$ cat config.mk
export PLATFORM = sky130hd
export DESIGN_NAME = pid_speed_controller
export DESIGN_NICKNAME = d
export VERILOG_FILES = /design/src/hw/rtl/pidsc_pkg.sv /design/src/hw/rtl/pid_speed_controller.sv
export SDC_FILE = /design/constraint.sdc
export NUM_CORES = 2
export LEC_CHECK = 0
export ABC_AREA = 0
export BUFFER_PORTS_ARGS = -buffer_cell sky130_fd_sc_hd__buf_2
export CELL_PAD_IN_SITES_DETAIL_PLACEMENT = 1
export CELL_PAD_IN_SITES_GLOBAL_PLACEMENT = 1
export CORE_UTILIZATION = 45
export DETAILED_ROUTE_END_ITERATION = 7
export PLACE_DENSITY = 0.77
export SLEW_MARGIN = 5
export SYNTH_ARGS = -nofsm -noshare
export SYNTH_HDL_FRONTEND = slang
export SYNTH_SLANG_ARGS = --single-unit
$ cat constraint.sdc
create_clock -name clk -period 24.9 [get_ports clk]
set_clock_uncertainty 0.1 [all_clocks]
set_input_delay 6.225 -clock clk [delete_from_list [all_inputs] [get_ports clk]]
set_output_delay 6.225 -clock clk [all_outputs]
set_load 0.03 [all_outputs]
$ cat src/hw/rtl/pidsc_pkg.sv
package pidsc_pkg;

  // Field and register widths.
  localparam int SPEED_W    = 32;
  localparam int DRIVE_W    = 19;
  localparam int CFG_DATA_W = 32;
  localparam int CFG_IDX_W  = 3;
  localparam int GAIN_W     = 24;
  localparam int TIME_W     = 16;
  localparam int COUNT_W    = 16;
  localparam int ERR_W      = 33;
  localparam int INTEG_W    = 48;

  // Configuration register indexes.
  localparam logic [CFG_IDX_W-1:0] REG_SETPOINT      = 3'd0;
  localparam logic [CFG_IDX_W-1:0] REG_GAIN_P        = 3'd1;
  localparam logic [CFG_IDX_W-1:0] REG_GAIN_I        = 3'd2;
  localparam logic [CFG_IDX_W-1:0] REG_GAIN_D        = 3'd3;
  localparam logic [CFG_IDX_W-1:0] REG_SAMPLE_PERIOD = 3'd4;
  localparam logic [CFG_IDX_W-1:0] REG_SAMPLE_RATE   = 3'd5;
  localparam logic [CFG_IDX_W-1:0] REG_RUN_LENGTH    = 3'd6;

  // Register reset values.
  localparam logic [SPEED_W-1:0] SETPOINT_RST      = 32'd0;
  localparam logic [GAIN_W-1:0]  GAIN_P_RST        = 24'd32768;
  localparam logic [GAIN_W-1:0]  GAIN_I_RST        = 24'd58982;
  localparam logic [GAIN_W-1:0]  GAIN_D_RST        = 24'd393;
  localparam logic [TIME_W-1:0]  SAMPLE_PERIOD_RST = 16'd655;
  localparam logic [TIME_W-1:0]  SAMPLE_RATE_RST   = 16'd100;
  localparam logic [COUNT_W-1:0] RUN_LENGTH_RST    = 16'd10;

  // Output scaling: 12.0 V in Q.16 is the clamp, and 1023/3072 equals 341/1024.
  localparam int VOLT_LIMIT  = 786432;
  localparam int DRIVE_SCALE = 341;
  localparam int ROUND_HALF  = 512;

  // Products formed by the shared serial multiplier, in the order they run.
  localparam logic [2:0] OP_INTEG = 3'd0;
  localparam logic [2:0] OP_DERIV = 3'd1;
  localparam logic [2:0] OP_KD    = 3'd2;
  localparam logic [2:0] OP_KP    = 3'd3;
  localparam logic [2:0] OP_KI    = 3'd4;

endpackage

$ cat src/hw/rtl/pid_speed_controller.sv
// Discrete PID speed controller. Each transfer on the input channel carries one measured
// speed sample in signed Q15.16; the block answers with exactly one result transfer that
// carries the drive value in signed Q10.8, clamped to +-1023.0, and a run_finished flag
// that is set when this sample ended the run and cleared the integral, the last error and
// the sample counter. A new sample is accepted only while the block is idle. All
// arithmetic goes through one serial-parallel multiplier that consumes one multiplier
// bit per cycle. Each sample passes through the accepting step, five products that run
// one after another (integral step, derivative, and the three gain terms), each followed
// by a step that consumes it, a clamping step, and a step that rounds and loads the
// output register. That last step stalls while the output register still holds an
// earlier result that has not been taken. The finished result sits in the output
// register, so the next sample is taken while the previous result still waits.
// Configuration registers are written through the plain write port; the user must write
// them only while the block is idle, which the block itself does not enforce. Writes
// to an index beyond the register list are ignored.
module pid_speed_controller (
  input  logic                                clk,
  input  logic                                rst,
  input  logic                                in_valid,
  output logic                                in_ready,
  input  logic signed [pidsc_pkg::SPEED_W-1:0] measured_speed,
  output logic                                out_valid,
  input  logic                                out_ready,
  output logic signed [pidsc_pkg::DRIVE_W-1:0] drive,
  output logic                                run_finished,
  input  logic                                cfg_write,
  input  logic [pidsc_pkg::CFG_IDX_W-1:0]      cfg_index,
  input  logic [pidsc_pkg::CFG_DATA_W-1:0]     cfg_data
);

  import pidsc_pkg::*;

  // Datapath widths of the serial multiplier. The multiplicand is the widest operand
  // (the derivative), the high half carries one extra bit for the running sum, and the
  // multiplier register also collects the low product bits as they shift out.
  localparam int MCAND_W = 50;
  localparam int HI_W    = MCAND_W + 1;
  localparam int MPL_W   = GAIN_W;
  localparam int PF_W    = HI_W + MPL_W - 16;
  localparam int VOLT_W  = PF_W + 2;
  localparam int MAG_W   = 20;
  localparam int SCL_W   = 29;
  localparam int CNT_W   = $clog2(MPL_W);

  localparam logic [2:0] S_IDLE  = 3'd0;
  localparam logic [2:0] S_MUL   = 3'd1;
  localparam logic [2:0] S_POST  = 3'd2;
  localparam logic [2:0] S_CLAMP = 3'd3;
  localparam logic [2:0] S_DONE  = 3'd4;

  localparam logic signed [VOLT_W-1:0] VLIM_POS = VOLT_W'(VOLT_LIMIT);
  localparam logic signed [VOLT_W-1:0] VLIM_NEG = -VLIM_POS;

  // Configuration registers.
  logic [SPEED_W-1:0] setpoint;
  logic [GAIN_W-1:0]  gain_p;
  logic [GAIN_W-1:0]  gain_i;
  logic [GAIN_W-1:0]  gain_d;
  logic [TIME_W-1:0]  sample_period;
  logic [TIME_W-1:0]  sample_rate;
  logic [COUNT_W-1:0] run_length;

  // Controller state carried from sample to sample.
  logic [INTEG_W-1:0] integral_sum;
  logic [ERR_W-1:0]   previous_error;
  logic [COUNT_W-1:0] sample_count;

  // Sequencer.
  logic [2:0]       state;
  logic [2:0]       op;
  logic [CNT_W-1:0] bit_cnt;

  // Datapath registers.
  logic [ERR_W-1:0]          err_q;
  logic [MCAND_W-1:0]        mcand;
  logic [HI_W-1:0]           hi;
  logic [MPL_W-1:0]          ml;
  logic signed [VOLT_W-1:0]  volt;
  logic [MAG_W-1:0]          mag;
  logic                      neg;

  // Combinational signals.
  logic                 in_xfer;
  logic                 slot_free;
  logic [ERR_W-1:0]     err_in;
  logic [HI_W-1:0]      addend;
  logic [HI_W-1:0]      step_sum;
  logic [PF_W-1:0]      prod_floor;
  logic [MCAND_W-1:0]   prod_low;
  logic [ERR_W:0]       err_diff;
  logic [INTEG_W:0]     integ_wide;
  logic [INTEG_W-1:0]   integ_sat;
  logic [VOLT_W-1:0]    pf_ext;
  logic [MAG_W:0]       volt_low;
  logic [MAG_W:0]       volt_abs;
  logic [SCL_W-1:0]     scaled;
  logic [DRIVE_W-1:0]   q_mag;
  logic [DRIVE_W-1:0]   drive_next;
  logic [COUNT_W-1:0]   count_inc;
  logic                 run_end;

  assign in_ready  = (state == S_IDLE);
  assign in_xfer   = in_valid && in_ready;
  assign slot_free = !out_valid || out_ready;

  // Error of the incoming sample, exact in Q16.16.
  assign err_in = {setpoint[SPEED_W-1], setpoint} - {measured_speed[SPEED_W-1], measured_speed};

  // One shift-add step: add the multiplicand when the current multiplier bit is set, then
  // shift the whole product register right by one with the sign kept.
  assign addend   = ml[0] ? {mcand[MCAND_W-1], mcand} : '0;
  assign step_sum = hi + addend;

  // After all steps {hi, ml} holds the exact product. The low bits give the derivative,
  // and dropping the lowest 16 bits gives the product floored to Q.16.
  assign prod_floor = {hi, ml[MPL_W-1:16]};
  assign prod_low   = {hi[MCAND_W-MPL_W-1:0], ml};
  assign pf_ext     = {{2{prod_floor[PF_W-1]}}, prod_floor};

  assign err_diff = {err_q[ERR_W-1], err_q} - {previous_error[ERR_W-1], previous_error};

  // Integral step is at most 34 bits wide; the sum saturates at 48 bits.
  assign integ_wide = {integral_sum[INTEG_W-1], integral_sum}
                    + {{(INTEG_W - ERR_W){prod_floor[ERR_W]}}, prod_floor[ERR_W:0]};
  always_comb begin
    case (integ_wide[INTEG_W:INTEG_W-1])
      2'b01:   integ_sat = {1'b0, {(INTEG_W - 1){1'b1}}};
      2'b10:   integ_sat = {1'b1, {(INTEG_W - 1){1'b0}}};
      default: integ_sat = integ_wide[INTEG_W-1:0];
    endcase
  end

  // Magnitude of an in-range drive voltage (only used when |volt| <= 12.0).
  assign volt_low = volt[MAG_W:0];
  assign volt_abs = volt[VOLT_W-1] ? (~volt_low + 1'b1) : volt_low;

  // Drive = round(mag * 341 / 1024) with halves away from zero, sign applied afterward.
  assign scaled     = SCL_W'(mag) * SCL_W'(DRIVE_SCALE) + SCL_W'(ROUND_HALF);
  assign q_mag      = scaled[SCL_W-1:10];
  assign drive_next = neg ? (~q_mag + 1'b1) : q_mag;

  assign count_inc = sample_count + 1'b1;
  assign run_end   = (run_length != '0) && (count_inc == run_length);

  // Control state, configuration and controller state.
  always_ff @(posedge clk) begin
    if (rst) begin
      state          <= S_IDLE;
      op             <= OP_INTEG;
      bit_cnt        <= '0;
      out_valid      <= 1'b0;
      setpoint       <= SETPOINT_RST;
      gain_p         <= GAIN_P_RST;
      gain_i         <= GAIN_I_RST;
      gain_d         <= GAIN_D_RST;
      sample_period  <= SAMPLE_PERIOD_RST;
      sample_rate    <= SAMPLE_RATE_RST;
      run_length     <= RUN_LENGTH_RST;
      integral_sum   <= '0;
      previous_error <= '0;
      sample_count   <= '0;
    end else begin
      if (cfg_write) begin
        case (cfg_index)
          REG_SETPOINT:      setpoint      <= cfg_data;
          REG_GAIN_P:        gain_p        <= cfg_data[GAIN_W-1:0];
          REG_GAIN_I:        gain_i        <= cfg_data[GAIN_W-1:0];
          REG_GAIN_D:        gain_d        <= cfg_data[GAIN_W-1:0];
          REG_SAMPLE_PERIOD: sample_period <= cfg_data[TIME_W-1:0];
          REG_SAMPLE_RATE:   sample_rate   <= cfg_data[TIME_W-1:0];
          REG_RUN_LENGTH:    run_length    <= cfg_data[COUNT_W-1:0];
          default: ;
        endcase
      end

      // In the final step a taken result is replaced by the new one below.
      if (out_valid && out_ready && (state != S_DONE)) begin
        out_valid <= 1'b0;
      end

      case (state)
        S_IDLE: begin
          if (in_xfer) begin
            state   <= S_MUL;
            op      <= OP_INTEG;
            bit_cnt <= '0;
          end
        end
        S_MUL: begin
          if (bit_cnt == CNT_W'(MPL_W - 1)) begin
            bit_cnt <= '0;
            state   <= S_POST;
          end else begin
            bit_cnt <= bit_cnt + 1'b1;
          end
        end
        S_POST: begin
          // Each product is consumed here and the next one is set up.
          case (op)
            OP_INTEG: begin
              integral_sum <= integ_sat;
              op           <= OP_DERIV;
              state        <= S_MUL;
            end
            OP_DERIV: begin
              previous_error <= err_q;
              op             <= OP_KD;
              state          <= S_MUL;
            end
            OP_KD: begin
              op    <= OP_KP;
              state <= S_MUL;
            end
            OP_KP: begin
              op    <= OP_KI;
              state <= S_MUL;
            end
            default: begin
              state <= S_CLAMP;
            end
          endcase
        end
        S_CLAMP: begin
          state <= S_DONE;
        end
        S_DONE: begin
          // The result waits here until the output register is free.
          if (slot_free) begin
            out_valid <= 1'b1;
            state     <= S_IDLE;
            if (run_end) begin
              integral_sum   <= '0;
              previous_error <= '0;
              sample_count   <= '0;
            end else begin
              sample_count <= count_inc;
            end
          end
        end
        default: begin
          state <= S_IDLE;
        end
      endcase
    end
  end

  // Datapath registers; their contents only matter once the sequencer has loaded them.
  always_ff @(posedge clk) begin
    case (state)
      S_IDLE: begin
        if (in_xfer) begin
          err_q <= err_in;
          mcand <= {{(MCAND_W - ERR_W){err_in[ERR_W-1]}}, err_in};
          hi    <= '0;
          ml    <= {{(MPL_W - TIME_W){1'b0}}, sample_period};
        end
      end
      S_MUL: begin
        hi <= {step_sum[HI_W-1], step_sum[HI_W-1:1]};
        ml <= {step_sum[0], ml[MPL_W-1:1]};
      end
      S_POST: begin
        hi <= '0;
        case (op)
          OP_INTEG: begin
            mcand <= {{(MCAND_W - ERR_W - 1){err_diff[ERR_W]}}, err_diff};
            ml    <= {{(MPL_W - TIME_W){1'b0}}, sample_rate};
          end
          OP_DERIV: begin
            // The derivative feeds the next product straight from the product register.
            mcand <= prod_low;
            ml    <= gain_d;
          end
          OP_KD: begin
            volt  <= pf_ext;
            mcand <= {{(MCAND_W - ERR_W){err_q[ERR_W-1]}}, err_q};
            ml    <= gain_p;
          end
          OP_KP: begin
            volt  <= volt + pf_ext;
            mcand <= {{(MCAND_W - INTEG_W){integral_sum[INTEG_W-1]}}, integral_sum};
            ml    <= gain_i;
          end
          default: begin
            volt <= volt + pf_ext;
          end
        endcase
      end
      S_CLAMP: begin
        if (volt > VLIM_POS) begin
          mag <= MAG_W'(VOLT_LIMIT);
          neg <= 1'b0;
        end else if (volt < VLIM_NEG) begin
          mag <= MAG_W'(VOLT_LIMIT);
          neg <= 1'b1;
        end else begin
          mag <= volt_abs[MAG_W-1:0];
          neg <= volt[VOLT_W-1];
        end
      end
      S_DONE: begin
        if (slot_free) begin
          drive        <= drive_next;
          run_finished <= run_end;
        end
      end
      default: ;
    endcase
  end

`ifndef SYNTH
  a_busy_after_accept: assert property (@(posedge clk) disable iff (rst)
    in_valid && in_ready |=> !in_ready)
    else $error("input taken while a sample is still in progress");

  a_drive_range: assert property (@(posedge clk) disable iff (rst)
    out_valid |-> (drive <= 19'sd261888) && (drive >= -19'sd261888))
    else $error("drive outside the clamp range");

  a_run_end_clears: assert property (@(posedge clk) disable iff (rst)
    (state == S_DONE) && slot_free && run_end
    |=> (sample_count == '0) && (integral_sum == '0) && (previous_error == '0)
        && run_finished)
    else $error("run end did not clear the controller state");

  a_mag_clamped: assert property (@(posedge clk) disable iff (rst)
    (state == S_DONE) |-> (mag <= MAG_W'(VOLT_LIMIT)))
    else $error("voltage magnitude beyond the clamp");

  a_counter_idle: assert property (@(posedge clk) disable iff (rst)
    (state != S_MUL) |-> (bit_cnt == '0))
    else $error("bit counter running outside a multiply");
`endif

endmodule

==> impl_metrics.csv <==
group,metric,value,unit
status,run_status,"finished clean",
cells_and_area,layout.cells.most_common,"a21oi_1",
worst_setup_path,peak_fanout_along_the_critical_path,16,
synthesis,postSynthAreaPerCell,8.54,µm²
worst_setup_path,critical_path_required,25.12,ns
clock_network,post_cts_resized,0,
place,pre_cts_slack,15.13,ns
worst_setup_path,worstSetupStartpointType,"input port",
sta,slew_violations,0,
synthesis,ys_seq_area_share,34.5,%
synthesis,commonest_register_cell_after_synthesis,"dfxtp_1",
sta,rsz_0062_raised_after_global_routing,"false",
global_routing,antenna_found_initial,1,
power,power_report.internal_total,1.88,mW
power,power.density,70.4,nW/µm²
floorplan,num_io_pins,94,
drt,vias,33100,
power,sw_frac_of_total,35.3,%
min_path,worstHoldPathType,"flop to flop",
global_routing,grt_start_max_net_pins,96,
synthesis,syn_area,37600,µm²
clock_network,number_of_buffers_created_by_cts,66,
worst_setup_path,category_of_the_critical_setup_timing_path,"input port to flop",
min_path,min-delay-start,"previous_error[6]",
sta,post_route_fraction_of_the_period_consumed_by_the_critical_path,36.9,%
drt,vias_per_cell,5.99,
global_routing,first_global_vias,34100,
sta,final.setup.tns,0,ns
place,finalWeightedCongestion,0.911,
synthesis,syn_inst,4406,
floorplan,design.die.area,84800,µm²
clock_network,worstSkewPairLatency,0.65,ns
worst_setup_path,setup.worst_path.start,"measured_speed[0]",
floorplan,core,82400,µm²
global_routing,grt.overflow.total,0,
worst_setup_path,critical_path_arrival,9.42,ns
power,power.clock.fraction,34.1,%
global_routing,grt_util_all_layers,28.3,%
clock_network,htree_num_levels,3,
min_path,holdPathStages,2,
synthesis,asr_flop_ratio_synth,0,%
drt,drt_drc_violations_left,0,
place,place.port_buffers,93,
sta,final.setup.worst_slack,15.71,ns
worst_setup_path,regToRegStartpoint,"mag[3]",
drt,ant_nets,0,
clock_network,post_cts_hold_buffer_count,0,
drt,drtIter0Drc,1964,
power,leakage_power,17.0,nW
job,maxCapViolations,0,
synthesis,yosys_register_bits,520,
cells_and_area,post_route_cells_drive_above_1_share,7.54,%
floorplan,chipWidth,291,µm
cells_and_area,mostFrequentLayoutCells,"a21oi_1 (560), nand2_1 (557), nor2_1 (325)",
drt,wl_per_cell,21.9,µm
cells_and_area,final_standard_cell_utilization_of_the_core,50.1,%
cells_and_area,final_net_count,4851,
worst_setup_path,setup.worst_path.end_class,"flop",
cells_and_area,syn2layout_area_growth,9.63,%
synthesis,net_count_synth,4854,
floorplan,floorplan.initialDensity,45.7,%
sta,maxClockFrequency,109,MHz
sta,max_slew.worst_pin.slew,1.31,ns
place,place.detailed.hpwl,89.4,mm
clock_network,cts.root.buffer_cell,"clkbuf_16",
clock_network,tritoncts_clock_tree,"done",
global_routing,grt_first_pass_wirelength,192,mm
synthesis,synth_cell_type_count,89,
cells_and_area,filler_cell_count,9694,
worst_setup_path,worstRegToRegCells,21,
power,irDropWorstVdd,0.0507,mV
drt,wl,121,mm
sta,max_slew_margin,12.4,%
power,pwr-share-comb,29.4,%
sta,finalHoldViolCount,0,
clock_network,cts.path.max_buffers,3,
power,power_switching,1.03,mW
cells_and_area,antenna_cells_inserted,0,
synthesis,synth_warnings,0,
floorplan,placement_rows,105,
clock_network,cts.repair_timing.setup_buffer_count,0,
clock_network,path_clk_slew,0.06,ns
power,power_frac_seq,36.5,%
synthesis,synth_enable_flop_cells,259,
clock_network,cts_sinks,520,
sta,finalSetupViolations,0,
floorplan,die_height,291,µm
drt,initial_drt_pass_iterations,5,
sta,final.min_clock_period,9.19,ns
-- flip-flops by register name, indices dropped and copies added (netlist names) --
| signal | flops |
|---|---|
| setpoint | 32 |
| run_length | 16 |
| ml | 24 |
| hi | 50 |
| gain_p | 24 |
| sample_period | 16 |
| neg | 1 |
| state | 3 |
| gain_i | 24 |
| mcand | 50 |
| out_valid | 1 |
| mag | 20 |
| gain_d | 24 |
| sample_count | 16 |
| sample_rate | 16 |
| op | 3 |
| volt | 61 |
| run_finished | 1 |
| bit_cnt | 5 |
| err_q | 33 |
| previous_error | 33 |
| drive | 19 |
| integral_sum | 48 |
-- through the flow --
stage,std cells,power (mW),instance area [µm²],hold slack [ns]
5_1_grt,5526,3.05,41300,0.366
3_3_place_gp,5405,1.89,39100,0.338
6_report,5526,2.90,41300,0.351
3_5_place_dp,5405,1.92,39100,0.346
4_1_cts,5526,2.91,41300,0.353
2_1_floorplan,4406,1.67,37600,0.332
-- cells in the mapped netlist (28+ instances only) --
cell type  count  area (µm²)
o21a_1        40         300
and2_1        70         438
nor2b_1       44         275
edfxtp_1     259        7780
nor3_1        51         255
o21ai_0      192         961
nand2_1      558        2090
nand2b_1      47         294
xor2_1       106         928
or3_1         28         175
o21bai_1      40         300
nor2_1       328        1230
o21ai_1       37         185
nand3_1       92         460
a21oi_1      561        2810
ha_1         324        4050
a31oi_1       30         188
a211oi_1      40         300
clkbuf_1     179         672
a22oi_1       47         353
inv_1        234         878
a21o_1       165        1240
dfxtp_1      261        5230
nand4_1       50         313
fa_1          52        1040
mux2_2        39         439
mux2i_1       43         430
xnor2_1      153        1340
-- layer usage --
metal  up-vias  global-route usage [%]  share of wire (%)
met5         -                       0                  0
li1      15800                       -                  -
met2       728                    48.3                 48
met4         0                    9.11                2.8
met1     16400                    37.1                 45
met3       179                    3.05                4.4
-- logic make-up after synthesis --
family | count (synthesis) | synth area share (%)
xor gates and xnor gates | 259 | 6.03
and+or+nand+nor | 1402 | 17.4
adders and majority gates | 376 | 13.5
DFF | 520 | 34.5
muxes | 82 | 2.31
buffers and inverters | 440 | 4.45
AOI/OAI and AO/OA | 1327 | 21.8
-- critical path: stages --
cell	delay, ns
buf_2	0.10
ha_1	0.21
fa_1	0.42
nand2b_1	0.16
a21oi_1	0.18
o211ai_1	0.11
nand3_1	0.14
o22ai_1	0.18
o211ai_1	0.31
nand3_1	0.18
a21oi_1	0.19
o211a_1	0.34
o21a_1	0.46
o21ai_0	0.19
-- final timing paths --
check                           slack, ns                 to
worst max-delay path                15.71          mcand[42]
worst min-delay path                 0.35  previous_error[6]
worst max register to register      18.36          drive[18]
worst min register to register       0.35  previous_error[6]
-- power by group through the flow --
| stage | Sequential [mW] | Combinational, mW | Clock [mW] |
|---|---|---|---|
| 2_1_floorplan | 1.03 | 0.637 | 0 |
| 3_3_place_gp | 1.07 | 0.817 | 0 |
| 3_5_place_dp | 1.08 | 0.841 | 0 |
| 4_1_cts | 1.06 | 0.851 | 1.01 |
| 5_1_grt | 1.06 | 0.949 | 1.04 |
| 6_report | 1.06 | 0.855 | 0.990 |
-- final cells by class --
| class | count | area, µm² | share of cell area, % |
|---|---|---|---|
| Clock inverter | 36 | 388 | 0.940 |
| Tap cell | 1070 | 1340 | 3.24 |
| Timing Repair Buffer | 134 | 779 | 1.89 |
| Multi-Input combinational cell | 3446 | 23000 | 55.8 |
| Sequential cell | 520 | 13000 | 31.5 |
| Clock buffer | 85 | 1840 | 4.45 |
| Inverter | 235 | 882 | 2.14 |
(Power assumes the default switching activity.)
